<file path="src/hdl/spm_pkg.sv">
// Shared types, register offsets and helpers for the serial master port.
// Used by every module of the port; depends on nothing.
`default_nettype none

package spm_pkg;

    localparam int FIFO_DEPTH_DEF = 8;
    localparam int WORD_W         = 16;

    localparam logic [31:0] SYS_CLOCK_RESET = 32'd125000000;
    localparam logic [31:0] SPI_CLOCK_RESET = 32'd125000000;

    // Configuration register indexes
    localparam logic CFG_SYS_CLOCK = 1'b0;
    localparam logic CFG_SPI_CLOCK = 1'b1;

    // Item modes
    localparam logic [1:0] MODE_READ  = 2'd0;
    localparam logic [1:0] MODE_WRITE = 2'd1;
    localparam logic [1:0] MODE_TICK  = 2'd2;

    // Register byte offsets
    localparam logic [11:0] OFF_CR0   = 12'h000;
    localparam logic [11:0] OFF_CR1   = 12'h004;
    localparam logic [11:0] OFF_DR    = 12'h008;
    localparam logic [11:0] OFF_SR    = 12'h00C;
    localparam logic [11:0] OFF_CPSR  = 12'h010;
    localparam logic [11:0] OFF_IMSC  = 12'h014;
    localparam logic [11:0] OFF_RIS   = 12'h018;
    localparam logic [11:0] OFF_MIS   = 12'h01C;
    localparam logic [11:0] OFF_DMACR = 12'h024;

    // Status register bits
    localparam int SR_TFE = 0;
    localparam int SR_TNF = 1;
    localparam int SR_RNE = 2;
    localparam int SR_RFF = 3;
    localparam int SR_BSY = 4;

    // Raw interrupt bits
    localparam int RIS_RX = 2;
    localparam int RIS_TX = 3;

    // CR1 bits
    localparam int CR1_LBM = 0;
    localparam int CR1_SSE = 1;

    // DMACR bits
    localparam int DMA_RX = 0;
    localparam int DMA_TX = 1;

    typedef enum logic [1:0] {
        CMD_NOP,
        CMD_READ,
        CMD_WRITE,
        CMD_TICK
    } spm_kind_t;

    typedef enum logic [3:0] {
        REG_NONE,
        REG_CR0,
        REG_CR1,
        REG_DR,
        REG_SR,
        REG_CPSR,
        REG_IMSC,
        REG_RIS,
        REG_MIS,
        REG_DMACR
    } spm_reg_t;

    typedef struct packed {
        logic [1:0]  mode;
        logic [11:0] offset;
        logic [31:0] write_value;
        logic [15:0] miso_word;
        logic        miso_valid;
    } spm_in_t;

    typedef struct packed {
        logic [31:0] read_data;
        logic        mosi_valid;
        logic [7:0]  mosi_byte;
        logic        irq_pending;
        logic        tx_dma_request;
        logic        rx_dma_request;
    } spm_out_t;

    typedef struct packed {
        spm_kind_t   kind;
        spm_reg_t    regsel;
        logic [31:0] wdata;
        logic [15:0] miso_word;
        logic        miso_valid;
    } spm_cmd_t;

    typedef struct packed {
        logic              push;
        logic              pop;
        logic [WORD_W-1:0] push_data;
    } spm_fifo_ctl_t;

    // Mask of a frame of (dss + 1) bits
    function automatic logic [WORD_W-1:0] frame_mask(input logic [3:0] dss);
        logic [3:0] sh;
        sh = 4'hF - dss;
        return {WORD_W{1'b1}} >> sh;
    endfunction

endpackage

`default_nettype wire

</file>
<file path="src/hdl/spi_master_port_with_fifos_core.sv">
// Top level of the synchronous serial master port with transmit and receive FIFOs.
// Depends on spm_pkg, spm_front, spm_cmd_q, spm_back (and spm_fifo below it).
//
//   Channel | Handshake            | Payload
//   --------+----------------------+-----------------------------------------
//   in      | in_valid / in_ready  | in_item  (spm_in_t: mode, offset, data,
//           |                      |           miso_word, miso_valid)
//   out     | out_valid / out_ready| out_item (spm_out_t: read_data, mosi,
//           |                      |           irq and DMA requests)
//   cfg     | cfg_write            | cfg_index, cfg_data (no read-back)
//
// One request is accepted per cycle while the queue has room, and one result
// leaves per cycle while out_ready is high. A request is classified into the
// queue at its accepting edge and executed into the output register once it
// heads the queue and that register is free or being taken. The back end
// executes one queued operation per cycle against the register state, under
// the same condition. A stalled output holds its register; the two-entry
// operation queue absorbs the stall so in_ready drops only when the queue is
// full. Reset is asynchronous, clears all control and architectural state, and
// needs no clearing pass: FIFO contents are only read after being written.
`default_nettype none

module spi_master_port_with_fifos_core #(
    parameter int FIFO_DEPTH = spm_pkg::FIFO_DEPTH_DEF
) (
    input  wire logic         clk,
    input  wire logic         rst_n,
    input  wire logic         cfg_write,
    input  wire logic         cfg_index,
    input  wire logic [31:0]  cfg_data,
    input  wire logic         in_valid,
    output logic              in_ready,
    input  spm_pkg::spm_in_t  in_item,
    output logic              out_valid,
    input  wire logic         out_ready,
    output spm_pkg::spm_out_t out_item
);
    import spm_pkg::*;

    spm_cmd_t front_cmd;
    spm_cmd_t head_cmd;
    logic     q_can_push;
    logic     q_can_pop;
    logic     q_pop;

    // Classify: map mode and offset to an operation kind and register select
    spm_front u_front (
        .in_item (in_item),
        .cmd     (front_cmd)
    );

    // Decouple: accept whenever the queue has room, independent of the output side
    spm_cmd_q u_cmd_q (
        .clk      (clk),
        .rst_n    (rst_n),
        .push     (in_valid),
        .push_cmd (front_cmd),
        .can_push (q_can_push),
        .pop      (q_pop),
        .can_pop  (q_can_pop),
        .head_cmd (head_cmd)
    );

    assign in_ready = q_can_push;

    // Execute: advance registers, rate generator, shifter and FIFOs; hold result
    spm_back #(
        .FIFO_DEPTH (FIFO_DEPTH)
    ) u_back (
        .clk       (clk),
        .rst_n     (rst_n),
        .cfg_write (cfg_write),
        .cfg_index (cfg_index),
        .cfg_data  (cfg_data),
        .cmd_valid (q_can_pop),
        .cmd       (head_cmd),
        .cmd_pop   (q_pop),
        .out_valid (out_valid),
        .out_ready (out_ready),
        .out_item  (out_item)
    );

endmodule

`default_nettype wire

</file>
<file path="src/hdl/spm_front.sv">
// Front end: classify an incoming item into an operation kind and register select.
// Depends on spm_pkg.
`default_nettype none

module spm_front (
    input  spm_pkg::spm_in_t  in_item,
    output spm_pkg::spm_cmd_t cmd
);
    import spm_pkg::*;

    spm_kind_t kind;
    spm_reg_t  regsel;

    always_comb
    begin
        unique case (in_item.mode)
            MODE_READ:  kind = CMD_READ;
            MODE_WRITE: kind = CMD_WRITE;
            MODE_TICK:  kind = CMD_TICK;
            default:    kind = CMD_NOP;
        endcase
    end

    // Unaligned or unknown offsets fall to REG_NONE
    always_comb
    begin
        unique case (in_item.offset)
            OFF_CR0:   regsel = REG_CR0;
            OFF_CR1:   regsel = REG_CR1;
            OFF_DR:    regsel = REG_DR;
            OFF_SR:    regsel = REG_SR;
            OFF_CPSR:  regsel = REG_CPSR;
            OFF_IMSC:  regsel = REG_IMSC;
            OFF_RIS:   regsel = REG_RIS;
            OFF_MIS:   regsel = REG_MIS;
            OFF_DMACR: regsel = REG_DMACR;
            default:   regsel = REG_NONE;
        endcase
    end

    assign cmd.kind       = kind;
    assign cmd.regsel     = regsel;
    assign cmd.wdata      = in_item.write_value;
    assign cmd.miso_word  = in_item.miso_word;
    assign cmd.miso_valid = in_item.miso_valid;

endmodule

`default_nettype wire

</file>
<file path="src/hdl/spm_cmd_q.sv">
// Two-entry queue of classified operations between front and back.
// Depends on spm_pkg.
`default_nettype none

module spm_cmd_q (
    input  wire logic         clk,
    input  wire logic         rst_n,
    input  wire logic         push,
    input  spm_pkg::spm_cmd_t push_cmd,
    output logic              can_push,
    input  wire logic         pop,
    output logic              can_pop,
    output spm_pkg::spm_cmd_t head_cmd
);
    import spm_pkg::*;

    spm_cmd_t   slot_reg [2];
    logic       wr_ptr_reg;
    logic       wr_ptr_next;
    logic       rd_ptr_reg;
    logic       rd_ptr_next;
    logic [1:0] count_reg;
    logic [1:0] count_next;
    logic       do_push;
    logic       do_pop;

    assign can_push = (count_reg != 2'd2);
    assign can_pop  = (count_reg != 2'd0);
    assign do_push  = push && can_push;
    assign do_pop   = pop && can_pop;
    assign head_cmd = slot_reg[rd_ptr_reg];

    always_comb
    begin
        wr_ptr_next = do_push ? ~wr_ptr_reg : wr_ptr_reg;
        rd_ptr_next = do_pop ? ~rd_ptr_reg : rd_ptr_reg;
        count_next  = count_reg;
        if (do_push && !do_pop)
            count_next = count_reg + 2'd1;
        else if (do_pop && !do_push)
            count_next = count_reg - 2'd1;
    end

    always_ff @(posedge clk)
    begin
        if (do_push)
            slot_reg[wr_ptr_reg] <= push_cmd;
    end

    always_ff @(posedge clk or negedge rst_n)
    begin
        if (!rst_n)
        begin
            wr_ptr_reg <= 1'b0;
            rd_ptr_reg <= 1'b0;
            count_reg  <= 2'd0;
        end
        else
        begin
            wr_ptr_reg <= wr_ptr_next;
            rd_ptr_reg <= rd_ptr_next;
            count_reg  <= count_next;
        end
    end

endmodule

`default_nettype wire

</file>
<file path="src/hdl/spm_fifo.sv">
// Data FIFO on a synchronous memory with a registered, bypassed head word.
// Depends on spm_pkg.
`default_nettype none

module spm_fifo #(
    parameter int DEPTH = spm_pkg::FIFO_DEPTH_DEF
) (
    input  wire logic                     clk,
    input  wire logic                     rst_n,
    input  spm_pkg::spm_fifo_ctl_t        ctl,
    output logic [spm_pkg::WORD_W-1:0]    head_data,
    output logic [$clog2(DEPTH+1)-1:0]    count
);
    import spm_pkg::*;

    localparam int PTR_W = (DEPTH > 1) ? $clog2(DEPTH) : 1;
    localparam int CNT_W = $clog2(DEPTH + 1);

    logic [WORD_W-1:0] mem [DEPTH];
    logic [WORD_W-1:0] head_data_reg;
    logic [PTR_W-1:0]  head_reg;
    logic [PTR_W-1:0]  head_next;
    logic [PTR_W-1:0]  tail_reg;
    logic [PTR_W-1:0]  tail_next;
    logic [CNT_W-1:0]  count_reg;
    logic [CNT_W-1:0]  count_next;
    logic              wr;
    logic              rd;

    function automatic logic [PTR_W-1:0] ptr_inc(input logic [PTR_W-1:0] p);
        return (p == PTR_W'(DEPTH - 1)) ? '0 : p + 1'b1;
    endfunction

    assign wr = ctl.push && (count_reg != CNT_W'(DEPTH));
    assign rd = ctl.pop && (count_reg != '0);

    always_comb
    begin
        head_next  = rd ? ptr_inc(head_reg) : head_reg;
        tail_next  = wr ? ptr_inc(tail_reg) : tail_reg;
        count_next = count_reg;
        if (wr && !rd)
            count_next = count_reg + 1'b1;
        else if (rd && !wr)
            count_next = count_reg - 1'b1;
    end

    always_ff @(posedge clk)
    begin
        if (wr)
            mem[tail_reg] <= ctl.push_data;
    end

    // Prefetch the word at the next head; forward a write that lands there
    always_ff @(posedge clk)
    begin
        if (wr && (tail_reg == head_next))
            head_data_reg <= ctl.push_data;
        else
            head_data_reg <= mem[head_next];
    end

    always_ff @(posedge clk or negedge rst_n)
    begin
        if (!rst_n)
        begin
            head_reg  <= '0;
            tail_reg  <= '0;
            count_reg <= '0;
        end
        else
        begin
            head_reg  <= head_next;
            tail_reg  <= tail_next;
            count_reg <= count_next;
        end
    end

    assign head_data = head_data_reg;
    assign count     = count_reg;

endmodule

`default_nettype wire

</file>
<file path="src/hdl/spm_back.sv">
// Back end: register file, rate accumulator, bit-rate generator, shifter and FIFOs.
// Executes one queued operation per cycle while its output is free. Depends on spm_pkg, spm_fifo.
`default_nettype none

module spm_back #(
    parameter int FIFO_DEPTH = spm_pkg::FIFO_DEPTH_DEF
) (
    input  wire logic         clk,
    input  wire logic         rst_n,
    input  wire logic         cfg_write,
    input  wire logic         cfg_index,
    input  wire logic [31:0]  cfg_data,
    input  wire logic         cmd_valid,
    input  spm_pkg::spm_cmd_t cmd,
    output logic              cmd_pop,
    output logic              out_valid,
    input  wire logic         out_ready,
    output spm_pkg::spm_out_t out_item
);
    import spm_pkg::*;

    localparam int CNT_W = $clog2(FIFO_DEPTH + 1);

    logic [31:0]       sys_hz_reg;
    logic [31:0]       spi_hz_reg;
    logic [31:0]       add_amt_reg;
    logic [31:0]       cr0_reg;
    logic [31:0]       cr0_next;
    logic [31:0]       cr1_reg;
    logic [31:0]       cr1_next;
    logic [7:0]        cpsr_reg;
    logic [7:0]        cpsr_next;
    logic [3:0]        imsc_reg;
    logic [3:0]        imsc_next;
    logic [1:0]        dmacr_reg;
    logic [1:0]        dmacr_next;
    logic [32:0]       accum_reg;
    logic [32:0]       accum_next;
    logic [15:0]       bitcnt_reg;
    logic [15:0]       bitcnt_next;
    logic [4:0]        bits_rem_reg;
    logic [4:0]        bits_rem_next;
    logic [15:0]       shift_reg;
    logic [15:0]       shift_next;
    logic              out_valid_reg;
    spm_out_t          out_item_reg;
    spm_out_t          out_next;

    spm_fifo_ctl_t     tx_ctl;
    spm_fifo_ctl_t     rx_ctl;
    logic [WORD_W-1:0] tx_head;
    logic [WORD_W-1:0] rx_head;
    logic [CNT_W-1:0]  tx_count;
    logic [CNT_W-1:0]  rx_count;
    logic [CNT_W-1:0]  tx_cnt_next;
    logic [CNT_W-1:0]  rx_cnt_next;

    logic              exec;
    logic              enabled;
    logic              tx_full;
    logic              tx_empty;
    logic              rx_full;
    logic              rx_empty;
    logic [WORD_W-1:0] mask;
    logic [8:0]        scr_p1;
    logic [16:0]       period;
    logic              gen_on;
    logic [33:0]       sum;
    logic              per_tick;
    logic [15:0]       bitcnt_inc;
    logic              bit_step;
    logic [4:0]        status;
    logic [3:0]        raw;
    logic [15:0]       capture;

    assign exec     = cmd_valid && (!out_valid_reg || out_ready);
    assign cmd_pop  = exec;
    assign enabled  = cr1_reg[CR1_SSE];
    assign tx_full  = (tx_count == CNT_W'(FIFO_DEPTH));
    assign tx_empty = (tx_count == '0);
    assign rx_full  = (rx_count == CNT_W'(FIFO_DEPTH));
    assign rx_empty = (rx_count == '0);
    assign mask     = frame_mask(cr0_reg[3:0]);

    // Bit period in peripheral ticks; generator runs only for even prescale >= 2
    assign scr_p1 = {1'b0, cr0_reg[15:8]} + 9'd1;
    assign period = {9'd0, cpsr_reg} * {8'd0, scr_p1};
    assign gen_on = !cpsr_reg[0] && (cpsr_reg[7:1] != 7'd0);

    assign sum        = {1'b0, accum_reg} + {2'b00, add_amt_reg};
    assign per_tick   = enabled && (sys_hz_reg != 32'd0) && (sum >= {2'b00, sys_hz_reg});
    assign bitcnt_inc = bitcnt_reg + 16'd1;
    assign bit_step   = per_tick && gen_on && ({1'b0, bitcnt_inc} >= period);

    always_comb
    begin
        status         = '0;
        status[SR_TFE] = tx_empty;
        status[SR_TNF] = !tx_full;
        status[SR_RNE] = !rx_empty;
        status[SR_RFF] = rx_full;
        status[SR_BSY] = !tx_empty || (bits_rem_reg != 5'd0);
        raw            = '0;
        raw[RIS_TX]    = enabled && !tx_full;
        raw[RIS_RX]    = enabled && !rx_empty;
    end

    always_comb
    begin
        if (cr1_reg[CR1_LBM])
            capture = shift_reg;
        else if (cmd.miso_valid)
            capture = cmd.miso_word;
        else
            capture = 16'hFFFF;
    end

    always_comb
    begin
        cr0_next      = cr0_reg;
        cr1_next      = cr1_reg;
        cpsr_next     = cpsr_reg;
        imsc_next     = imsc_reg;
        dmacr_next    = dmacr_reg;
        accum_next    = accum_reg;
        bitcnt_next   = bitcnt_reg;
        bits_rem_next = bits_rem_reg;
        shift_next    = shift_reg;
        tx_ctl        = '0;
        rx_ctl        = '0;
        out_next      = '0;

        if (exec)
        begin
            case (cmd.kind)
                CMD_READ:
                begin
                    case (cmd.regsel)
                        REG_CR0:   out_next.read_data = cr0_reg;
                        REG_CR1:   out_next.read_data = cr1_reg;
                        REG_DR:
                        begin
                            // Pop the receive head; empty reads give zero
                            if (!rx_empty)
                            begin
                                out_next.read_data = {16'd0, rx_head};
                                rx_ctl.pop         = 1'b1;
                            end
                        end
                        REG_SR:    out_next.read_data = {27'd0, status};
                        REG_CPSR:  out_next.read_data = {24'd0, cpsr_reg};
                        REG_IMSC:  out_next.read_data = {28'd0, imsc_reg};
                        REG_RIS:   out_next.read_data = {28'd0, raw};
                        REG_MIS:   out_next.read_data = {28'd0, raw & imsc_reg};
                        REG_DMACR: out_next.read_data = {30'd0, dmacr_reg};
                        default:   out_next.read_data = '0;
                    endcase
                end
                CMD_WRITE:
                begin
                    case (cmd.regsel)
                        REG_CR0:   cr0_next   = cmd.wdata;
                        REG_CR1:   cr1_next   = cmd.wdata;
                        REG_DR:
                        begin
                            tx_ctl.push      = 1'b1;
                            tx_ctl.push_data = cmd.wdata[15:0] & mask;
                        end
                        REG_CPSR:  cpsr_next  = cmd.wdata[7:0];
                        REG_IMSC:  imsc_next  = cmd.wdata[3:0];
                        REG_DMACR: dmacr_next = cmd.wdata[1:0];
                        default:   cr0_next   = cr0_reg;
                    endcase
                end
                CMD_TICK:
                begin
                    if (enabled && (sys_hz_reg != 32'd0))
                    begin
                        if (per_tick)
                            accum_next = 33'(sum - {2'b00, sys_hz_reg});
                        else
                            accum_next = sum[32:0];
                        if (per_tick && gen_on)
                            bitcnt_next = bit_step ? 16'd0 : bitcnt_inc;
                        if (bit_step)
                        begin
                            if (bits_rem_reg != 5'd0)
                            begin
                                bits_rem_next = bits_rem_reg - 5'd1;
                                if (bits_rem_reg == 5'd1)
                                begin
                                    out_next.mosi_valid = 1'b1;
                                    out_next.mosi_byte  = shift_reg[7:0];
                                    rx_ctl.push         = 1'b1;
                                    rx_ctl.push_data    = capture & mask;
                                end
                            end
                            else if (!tx_empty)
                            begin
                                shift_next    = tx_head;
                                tx_ctl.pop    = 1'b1;
                                bits_rem_next = {1'b0, cr0_reg[3:0]} + 5'd1;
                            end
                        end
                    end
                end
                default:
                begin
                    out_next = '0;
                end
            endcase
        end

        // Status outputs reflect the state after this operation
        out_next.irq_pending    = cr1_next[CR1_SSE] &&
                                  (((tx_cnt_next != CNT_W'(FIFO_DEPTH)) && imsc_next[RIS_TX]) ||
                                   ((rx_cnt_next != '0) && imsc_next[RIS_RX]));
        out_next.tx_dma_request = dmacr_next[DMA_TX] && (tx_cnt_next != CNT_W'(FIFO_DEPTH));
        out_next.rx_dma_request = dmacr_next[DMA_RX] && (rx_cnt_next != '0);
    end

    // Pushes and pops never meet in one FIFO in the same cycle
    always_comb
    begin
        tx_cnt_next = tx_count;
        if (tx_ctl.push && !tx_full)
            tx_cnt_next = tx_count + 1'b1;
        else if (tx_ctl.pop && !tx_empty)
            tx_cnt_next = tx_count - 1'b1;
        rx_cnt_next = rx_count;
        if (rx_ctl.push && !rx_full)
            rx_cnt_next = rx_count + 1'b1;
        else if (rx_ctl.pop && !rx_empty)
            rx_cnt_next = rx_count - 1'b1;
    end

    spm_fifo #(
        .DEPTH (FIFO_DEPTH)
    ) u_tx_fifo (
        .clk       (clk),
        .rst_n     (rst_n),
        .ctl       (tx_ctl),
        .head_data (tx_head),
        .count     (tx_count)
    );

    spm_fifo #(
        .DEPTH (FIFO_DEPTH)
    ) u_rx_fifo (
        .clk       (clk),
        .rst_n     (rst_n),
        .ctl       (rx_ctl),
        .head_data (rx_head),
        .count     (rx_count)
    );

    // Clamp the peripheral rate as it is written, so the first tick after a
    // write already sees the new step
    always_ff @(posedge clk or negedge rst_n)
    begin
        if (!rst_n)
        begin
            sys_hz_reg  <= SYS_CLOCK_RESET;
            spi_hz_reg  <= SPI_CLOCK_RESET;
            add_amt_reg <= SPI_CLOCK_RESET;
        end
        else if (cfg_write)
        begin
            if (cfg_index == CFG_SYS_CLOCK)
            begin
                sys_hz_reg  <= cfg_data;
                add_amt_reg <= (spi_hz_reg < cfg_data) ? spi_hz_reg : cfg_data;
            end
            else
            begin
                spi_hz_reg  <= cfg_data;
                add_amt_reg <= (cfg_data < sys_hz_reg) ? cfg_data : sys_hz_reg;
            end
        end
    end

    always_ff @(posedge clk or negedge rst_n)
    begin
        if (!rst_n)
        begin
            cr0_reg       <= '0;
            cr1_reg       <= '0;
            cpsr_reg      <= '0;
            imsc_reg      <= '0;
            dmacr_reg     <= '0;
            accum_reg     <= '0;
            bitcnt_reg    <= '0;
            bits_rem_reg  <= '0;
            shift_reg     <= '0;
            out_valid_reg <= 1'b0;
        end
        else
        begin
            cr0_reg      <= cr0_next;
            cr1_reg      <= cr1_next;
            cpsr_reg     <= cpsr_next;
            imsc_reg     <= imsc_next;
            dmacr_reg    <= dmacr_next;
            accum_reg    <= accum_next;
            bitcnt_reg   <= bitcnt_next;
            bits_rem_reg <= bits_rem_next;
            shift_reg    <= shift_next;
            if (exec)
                out_valid_reg <= 1'b1;
            else if (out_ready)
                out_valid_reg <= 1'b0;
        end
    end

    always_ff @(posedge clk)
    begin
        if (exec)
            out_item_reg <= out_next;
    end

    assign out_valid = out_valid_reg;
    assign out_item  = out_item_reg;

endmodule

`default_nettype wire

</file>
<file path="config.mk">
export PLATFORM = sky130hd
export DESIGN_NAME = spi_master_port_with_fifos_core
export DESIGN_NICKNAME = d
export VERILOG_FILES = /design/src/hdl/spm_pkg.sv /design/src/hdl/spi_master_port_with_fifos_core.sv /design/src/hdl/spm_front.sv /design/src/hdl/spm_cmd_q.sv /design/src/hdl/spm_fifo.sv /design/src/hdl/spm_back.sv
export SDC_FILE = /design/constraint.sdc
export NUM_CORES = 1
export LEC_CHECK = 0
export ABC_AREA = 1
export BUFFER_PORTS_ARGS = -buffer_cell sky130_fd_sc_hd__buf_2
export CORE_MARGIN = 2
export CORE_UTILIZATION = 47
export CTS_CLUSTER_DIAMETER = 120
export DETAILED_ROUTE_END_ITERATION = 8
export PLACE_DENSITY = 0.63
export SETUP_SLACK_MARGIN = 0.3
export SYNTH_ARGS = -nofsm -noshare
export SYNTH_HDL_FRONTEND = slang
export SYNTH_HIERARCHICAL = 1
export SYNTH_SLANG_ARGS = --single-unit
export TNS_END_PERCENT = 1
</file>
<file path="constraint.sdc">
create_clock -name clk -period 11.4 [get_ports clk]
set_clock_uncertainty 0.1 [all_clocks]
set_input_delay 1.71 -clock clk [delete_from_list [all_inputs] [get_ports clk]]
set_output_delay 1.71 -clock clk [all_outputs]
set_load 0.1 [all_outputs]
</file>
# == Yosys cells after proc, flatten, opt, wreduce, memory -nomap -nowiden ==
# Memories as Yosys holds them, arrays and structs flattened. A register that Yosys moved wholly into a read port is not among the register bits.
# Cells that the tools add are included.
# op_classes
bitwise,8
n_eq_ne,34
n_mul,1
n_shift,1
n_addsub,17
magnitude_cmp,4
mux,71
n_reduce_logical,71
# ops
operator,count
$pmux 32 s9,1
$mux 16,11
$mux 32,3
$lt 32x32->1,2
$eq 12x5->1 const B,4
$mux 4,11
$mux 18,2
$pmux 4 s9,1
$add 33x32->34,1
$ge 34x32->1,1
$mux 33,1
$sub 33x32->33,1
$and 16x16->16,2
$reduce_bool 32->1,1
$logic_and 1x1->1,29
$eq 12x4->1 const B,2
$mux 1,23
$mux 3,6
$ge 16x17->1,1
$mul 8x9->17,1
$add 16x1->16 const B,1
$eq 4x3->1 const B,4
$eq 4x4->1 const B,4
$mux 2,8
other kinds (39),86
# totals
output_inout_bits,46
mem_count,3
elab_cells,240
reg_bits,313
input_bits,101
ram_bits,366
# mem_list
memory,words,width,read_ports,rd_ports_with_merged_regs,wr,line,text
u_back.u_rx_fifo.mem,8,16,1,1,1,spm_fifo.sv:19,logic [WORD_W-1:0] mem [DEPTH];
u_back.u_tx_fifo.mem,8,16,1,1,1,spm_fifo.sv:19,
u_cmd_q.slot_reg,2,55,1,0,1,spm_cmd_q.sv:17,spm_cmd_t slot_reg [2];

# == Depth between registers and ports, before layout ==
# An unclocked memory read counts as a cell.
# depth
word_depth,17
ltp_mapped,45

# == By module ==
# Netlist, hierarchy kept.
# by_module_without_submodules
module,cells_each,area_each_um2,instances,seq_area_each_um2
spm_back,2769,21206.6,1,7500.9
spm_fifo (u_back.u_rx_fifo),642,6195.9,1,4154.0
spm_fifo (u_back.u_tx_fifo),515,5939.4,1,4154.0
spm_cmd_q,316,4255.3,1,3403.3
spm_front,97,596.8,1,0.0

# == Least setup slack after synthesis ==
# OpenSTA, ideal clock, no wires.
# synth_timing
kind,flip-flop to flip-flop
startpoint,register u_back.cr0_reg[10]
endpoint,"memory u_back.u_rx_fifo.mem[6][0], enable pin"
required_ns,10.891
setup_slack_ns,3.622
arrival_ns,7.268
n_path_buf,1
path_stages_with_launch,36
cell_sequence,dfrtp_1 > nand3_1 > inv_1 > nand4_1 > nor2_1 > xor2_1 > nor2_1 > fa_1 > fa_1 > fa_1 > inv_1 > fa_1 > inv_1 > ha_1 > nand2_1 > nor3_1 > nand2_1 > o211ai_1 > a21o_1 > a21oi_1 > o21bai_1 > a21oi_1 > xor2_1 > ha_1 > and3_1 > nand4_1 > nor4_1 > nor2_1 > nand2_1 > nand2_1 > nor2_8 > nand2_8 > nor2_8 > nand2_1 > buf_2 > nor3_1
# synth_rtl
item,line,text
start: declaration,spm_back.sv:27,logic [31:0] cr0_reg;
start signal: assignment,spm_back.sv:299,cr0_reg <= cr0_next;
end: declaration,spm_fifo.sv:19,

==> results_tabular.tex <==
\begin{tabular}{lr}
\hline
Metric & Value \\
\hline
\multicolumn{2}{l}{\textbf{STA}} \\
\quad Final Cycle Share & 78.2\% \\
\quad Max Fclk & $\sim$0.11 GHz \\
\quad Tightest slew margin relative to the limit & 19.0\% \\
\quad Setup violation total in the final timing report & 0 \\
\quad Fin Setup TNS & 0 ps \\
\quad Measured slew at the worst slew-check pin & 1210 ps \\
\quad Total count of max-transition violations in the final report & 0 \\
\quad Fin worst setup slack & roughly 2500 ps \\
\quad Setup repair after global routing missed its margin & no \\
\quad Clock period minus worst slack & roughly 8900 ps \\
\quad Final Hold Fails & 0 \\
\multicolumn{2}{l}{\textbf{Worst setup path}} \\
\quad Depth of the most critical reg-to-reg path & 40 \\
\quad Crit start category & flop \\
\quad Reg2Reg Setup Slack & 2480 ps \\
\quad Setup Crit Path Kind & reg -> reg \\
\quad Crit path arrival time & 9320 ps \\
\quad Data required time of the critical path & approximately 12000 ps \\
\quad Biggest fanout along the worst timing path & 13 \\
\quad Origin of the worst setup path & u\_back/cr0\_reg[8] \\
\quad Terminus of the critical flop-to-flop path & u\_back/u\_rx\_fifo/count[3] \\
\quad Largest stage delay, worst path & between 600 and 700 ps \\
\quad Sort of element at the end of the critical path & flop \\
\quad FF-to-FF Start & u\_back/cr0\_reg[8] \\
\quad Worst path slowest cell & sky130\_fd\_sc\_hd\_\_xor2\_1 \\
\quad Most frequent cell on the critical path & sky130\_fd\_sc\_hd\_\_nand2\_1 \\
\multicolumn{2}{l}{\textbf{Placed design}} \\
\quad Hpwl dp & just under 70000 um \\
\quad Number of cells in the design after placement & between 5000 and 6000 \\
\quad Port buffer count & between 100 and 150 \\
\quad Setup Slack @ Placement & around 2600 ps \\
\quad Gpl congestion & about 0.87 \\
\multicolumn{2}{l}{\textbf{Die}} \\
\quad Die area & 83600 um\^{}2 \\
\quad Number of I/O pins & about 150 \\
\quad Die Height & approximately 290 um \\
\quad Horizontal die dimension & 289 um \\
\quad Floorplan row count & between 100 and 150 \\
\quad Area of the placeable core & 80500 um\^{}2 \\
\quad Starting density of the core & 47.4\% \\
\multicolumn{2}{l}{\textbf{Routing}} \\
\quad Via density per instance & approximately 5.2 \\
\quad Violation count after the first detailed-route iteration & between 2000 and 2500 \\
\quad Sum of routed wire length over all layers & a little under 100000 um \\
\quad Routed vias & slightly below 30000 \\
\quad Routed Antenna Nets & 0 \\
\quad Wire length per cell after detailed routing & about 18 um \\
\quad First-pass iteration count of the detailed router & 5 \\
\quad Final routed DRC violation total & 0 \\
\multicolumn{2}{l}{\textbf{Yosys}} \\
\quad Post-Synthesis Cell Area & 38200 um\^{}2 \\
\quad Synth cell types & roughly 70 \\
\quad Post-synth EDFFs & a little over 400 \\
\quad Share of synthesized area occupied by flip-flops and latches & 50.3\% \\
\quad Flip-flop and latch count after synthesis & roughly 700 \\
\quad Net count after synthesis & between 4000 and 5000 \\
\quad Post-synthesis cell count & $\sim$4300 \\
\quad Mapped Avg Cell Area & 8.80 um\^{}2 \\
\quad Fraction of registers with async set/reset & 39.3\% \\
\quad Most common flop cell mapped by yosys & sky130\_fd\_sc\_hd\_\_edfxtp\_1 \\
\quad Count of synthesis-stage warnings from yosys & 6 \\
\multicolumn{2}{l}{\textbf{Clock tree}} \\
\quad Post-CTS setup buffers & 0 \\
\quad Deepest level of the CTS H-tree & 3 \\
\quad Clock sinks & slightly below 700 \\
\quad TritonCTS buffer count & slightly below 80 \\
\quad Clock input transition at the sequential cells of the worst setup and hold paths & roughly 60 ps \\
\quad Clock tree from TritonCTS & done \\
\quad Number of gates resized after cts & 0 \\
\quad Number of buffers added to fix hold violations after cts & 0 \\
\quad Cell chosen for the clock root & sky130\_fd\_sc\_hd\_\_clkbuf\_16 \\
\quad Insertion delay to the later sink of the worst-skew pair & 650 ps \\
\quad Maximum clock insertion buffer count & 3 \\
\multicolumn{2}{l}{\textbf{GRT}} \\
\quad Overflow left after global routing & 0 \\
\quad Wire length of the first global-routing pass & about 160000 um \\
\quad Antenna violations before repair & 10 \\
\quad Vias in the first global route & 27600 \\
\quad Pin count of the biggest net entering global routing & 120 \\
\quad Global router's overall resource usage & a little under a quarter \\
\multicolumn{2}{l}{\textbf{Run}} \\
\quad Number of max-cap violations & 0 \\
\multicolumn{2}{l}{\textbf{Layout}} \\
\quad Area of all sequential standard cells & just under 20000 um\^{}2 \\
\quad Final nets & around 4800 \\
\quad Fraction of layout cells with a size suffix above 1 & between 9 and 10\% \\
\quad Core Util, Final & a little over half \\
\quad Most common cell after layout, fill and taps aside & sky130\_fd\_sc\_hd\_\_nand2\_1 \\
\quad Area occupied by multi-input gates & between 15000 and 20000 um\^{}2 \\
\quad Most frequent cells in the layout & 1328 x sky130\_fd\_sc\_hd\_\_nand2\_1, 452 x sky130\_fd\_sc\_hd\_\_inv\_1, 410 x sky130\_fd\_sc\_hd\_\_edfxtp\_1, 383 x sky130\_fd\_sc\_hd\_\_nor2\_1, 262 x sky130\_fd\_sc\_hd\_\_o21ai\_0 \\
\quad Filler cell count & about 7400 \\
\quad Layout Cells excl Fill & about 5500 \\
\quad Post-synthesis to final-layout area growth & 10.2\% \\
\multicolumn{2}{l}{\textbf{Power}} \\
\quad Leakage power & $\sim$19 nW \\
\quad Peak supply drop & about 0.00020 V \\
\quad Power density relative to cell area & between 200 and 300 nW/um\^{}2 \\
\multicolumn{2}{l}{\textbf{Min path}} \\
\quad Worst Hold Class & reg -> reg \\
\quad Depth of the worst hold-timing path & 2 \\
\quad End of the worst hold path & u\_back/accum\_reg[30] \\
\quad Worst Min Path Start & u\_back/accum\_reg[30] \\
\multicolumn{2}{l}{\textbf{Status}} \\
\quad Outcome & finished, final reports clean \\
\hline
\end{tabular}
-- worst max-delay path by stage --
| stage | endpoint | slack [ps] | cells past startpoint |
|---|---|---|---|
| after floorplan | u_back/u_rx_fifo/mem[6][0] | 3620 | 35 |
| after global placement | u_back/u_rx_fifo/count[3] | 2890 | 41 |
| after detailed placement | u_back/u_rx_fifo/count[3] | 2630 | 40 |
| after CTS | u_back/u_rx_fifo/count[3] | 2580 | 40 |
| after global routing | u_back/u_rx_fifo/count[3] | 1920 | 40 |
| final | u_back/u_rx_fifo/count[3] | 2480 | 40 |
-- cell families after synthesis --
group                    synth area share [%]
buffers and inverters                    7.63
adder cells (fa/ha/maj)                  9.26
XOR/XNOR                                 2.04
AO/OA/AOI/OAI                            9.02
flip-flops                               50.3
AND/OR/NAND/NOR                          21.8
-- Yosys cell counts (4+ instances only) --
library cell | number | area share, %
sky130_fd_sc_hd__or2_2 | 7 | 0.11
sky130_fd_sc_hd__a21o_1 | 12 | 0.24
sky130_fd_sc_hd__ha_1 | 209 | 6.8
sky130_fd_sc_hd__o22ai_1 | 17 | 0.28
sky130_fd_sc_hd__nor3_1 | 43 | 0.56
sky130_fd_sc_hd__buf_2 | 32 | 0.42
sky130_fd_sc_hd__o21ai_1 | 51 | 0.67
sky130_fd_sc_hd__nand2_1 | 1332 | 13
sky130_fd_sc_hd__nand4_1 | 15 | 0.25
sky130_fd_sc_hd__nand3_1 | 163 | 2.1
sky130_fd_sc_hd__edfxtp_1 | 410 | 32
sky130_fd_sc_hd__a21oi_1 | 146 | 1.9
sky130_fd_sc_hd__nor4_1 | 23 | 0.38
sky130_fd_sc_hd__a22oi_1 | 4 | 0.079
sky130_fd_sc_hd__nand3b_1 | 4 | 0.079
sky130_fd_sc_hd__nand2_2 | 35 | 0.57
sky130_fd_sc_hd__nor2_1 | 387 | 3.8
sky130_fd_sc_hd__buf_6 | 14 | 0.41
sky130_fd_sc_hd__xnor2_1 | 36 | 0.83
sky130_fd_sc_hd__a41oi_1 | 4 | 0.092
sky130_fd_sc_hd__buf_4 | 65 | 1.3
sky130_fd_sc_hd__a31oi_1 | 12 | 0.20
sky130_fd_sc_hd__o211ai_1 | 62 | 1.2
sky130_fd_sc_hd__xor2_1 | 53 | 1.2
sky130_fd_sc_hd__and3_1 | 5 | 0.082
sky130_fd_sc_hd__nor2_2 | 8 | 0.13
sky130_fd_sc_hd__inv_2 | 10 | 0.098
sky130_fd_sc_hd__o221ai_1 | 6 | 0.14
sky130_fd_sc_hd__buf_1 | 5 | 0.049
sky130_fd_sc_hd__inv_1 | 453 | 4.5
sky130_fd_sc_hd__a211oi_1 | 4 | 0.079
sky130_fd_sc_hd__dfxtp_1 | 6 | 0.31
sky130_fd_sc_hd__fa_1 | 46 | 2.4
sky130_fd_sc_hd__o21bai_1 | 8 | 0.16
sky130_fd_sc_hd__clkbuf_1 | 73 | 0.72
sky130_fd_sc_hd__dfstp_2 | 39 | 2.7
sky130_fd_sc_hd__o21ai_0 | 262 | 3.4
sky130_fd_sc_hd__dfrtp_1 | 230 | 15
-- power breakdown --
part           switching (mW)  internal, mW  total, mW  leakage [nW]
Sequential              0.304          3.15       3.46          7.16
Combinational            3.59          1.49       5.08          11.0
Clock                    1.04          1.46       2.49          1.25
-- per-stage QoR --
step	area (um^2)	hold slack, ps	power (mW)
after detailed placement	39500	367	8.51
final	42100	381	11.0
after floorplan	38200	349	7.23
after global routing	42100	398	11.8
after CTS	42100	384	11.0
after global placement	39500	366	8.46
-- layer usage --
metal	global-route usage (%)	part of all wire (%)
met5	0	0
met4	6.78	2.3
met3	3.75	6.2
met2	37.6	45
met1	34.3	46
-- cell type report --
type / instances / area share (%)
diodes: 7 / 0.0416
clock buffers: 118 / 5.28
clock inverters: 27 / 0.829
inverters: 466 / 4.18
multi-input cells: 2996 / 38.4
flip-flops and latches: 685 / 45.6
well taps: 1060 / 3.15
repair buffers: 188 / 2.51
-- critical path: cells and delay by family, from the launching register on --
family | cells | cell delay (ps)
AOI/OAI and AO/OA | 5 | 740
and+or+nand+nor | 19 | 2610
DFF | 1 | 590
buffers and inverters | 5 | 520
adders and majority gates | 9 | 3480
xor gates and xnor gates | 2 | 720
Power figures use the tool's default switching activity.
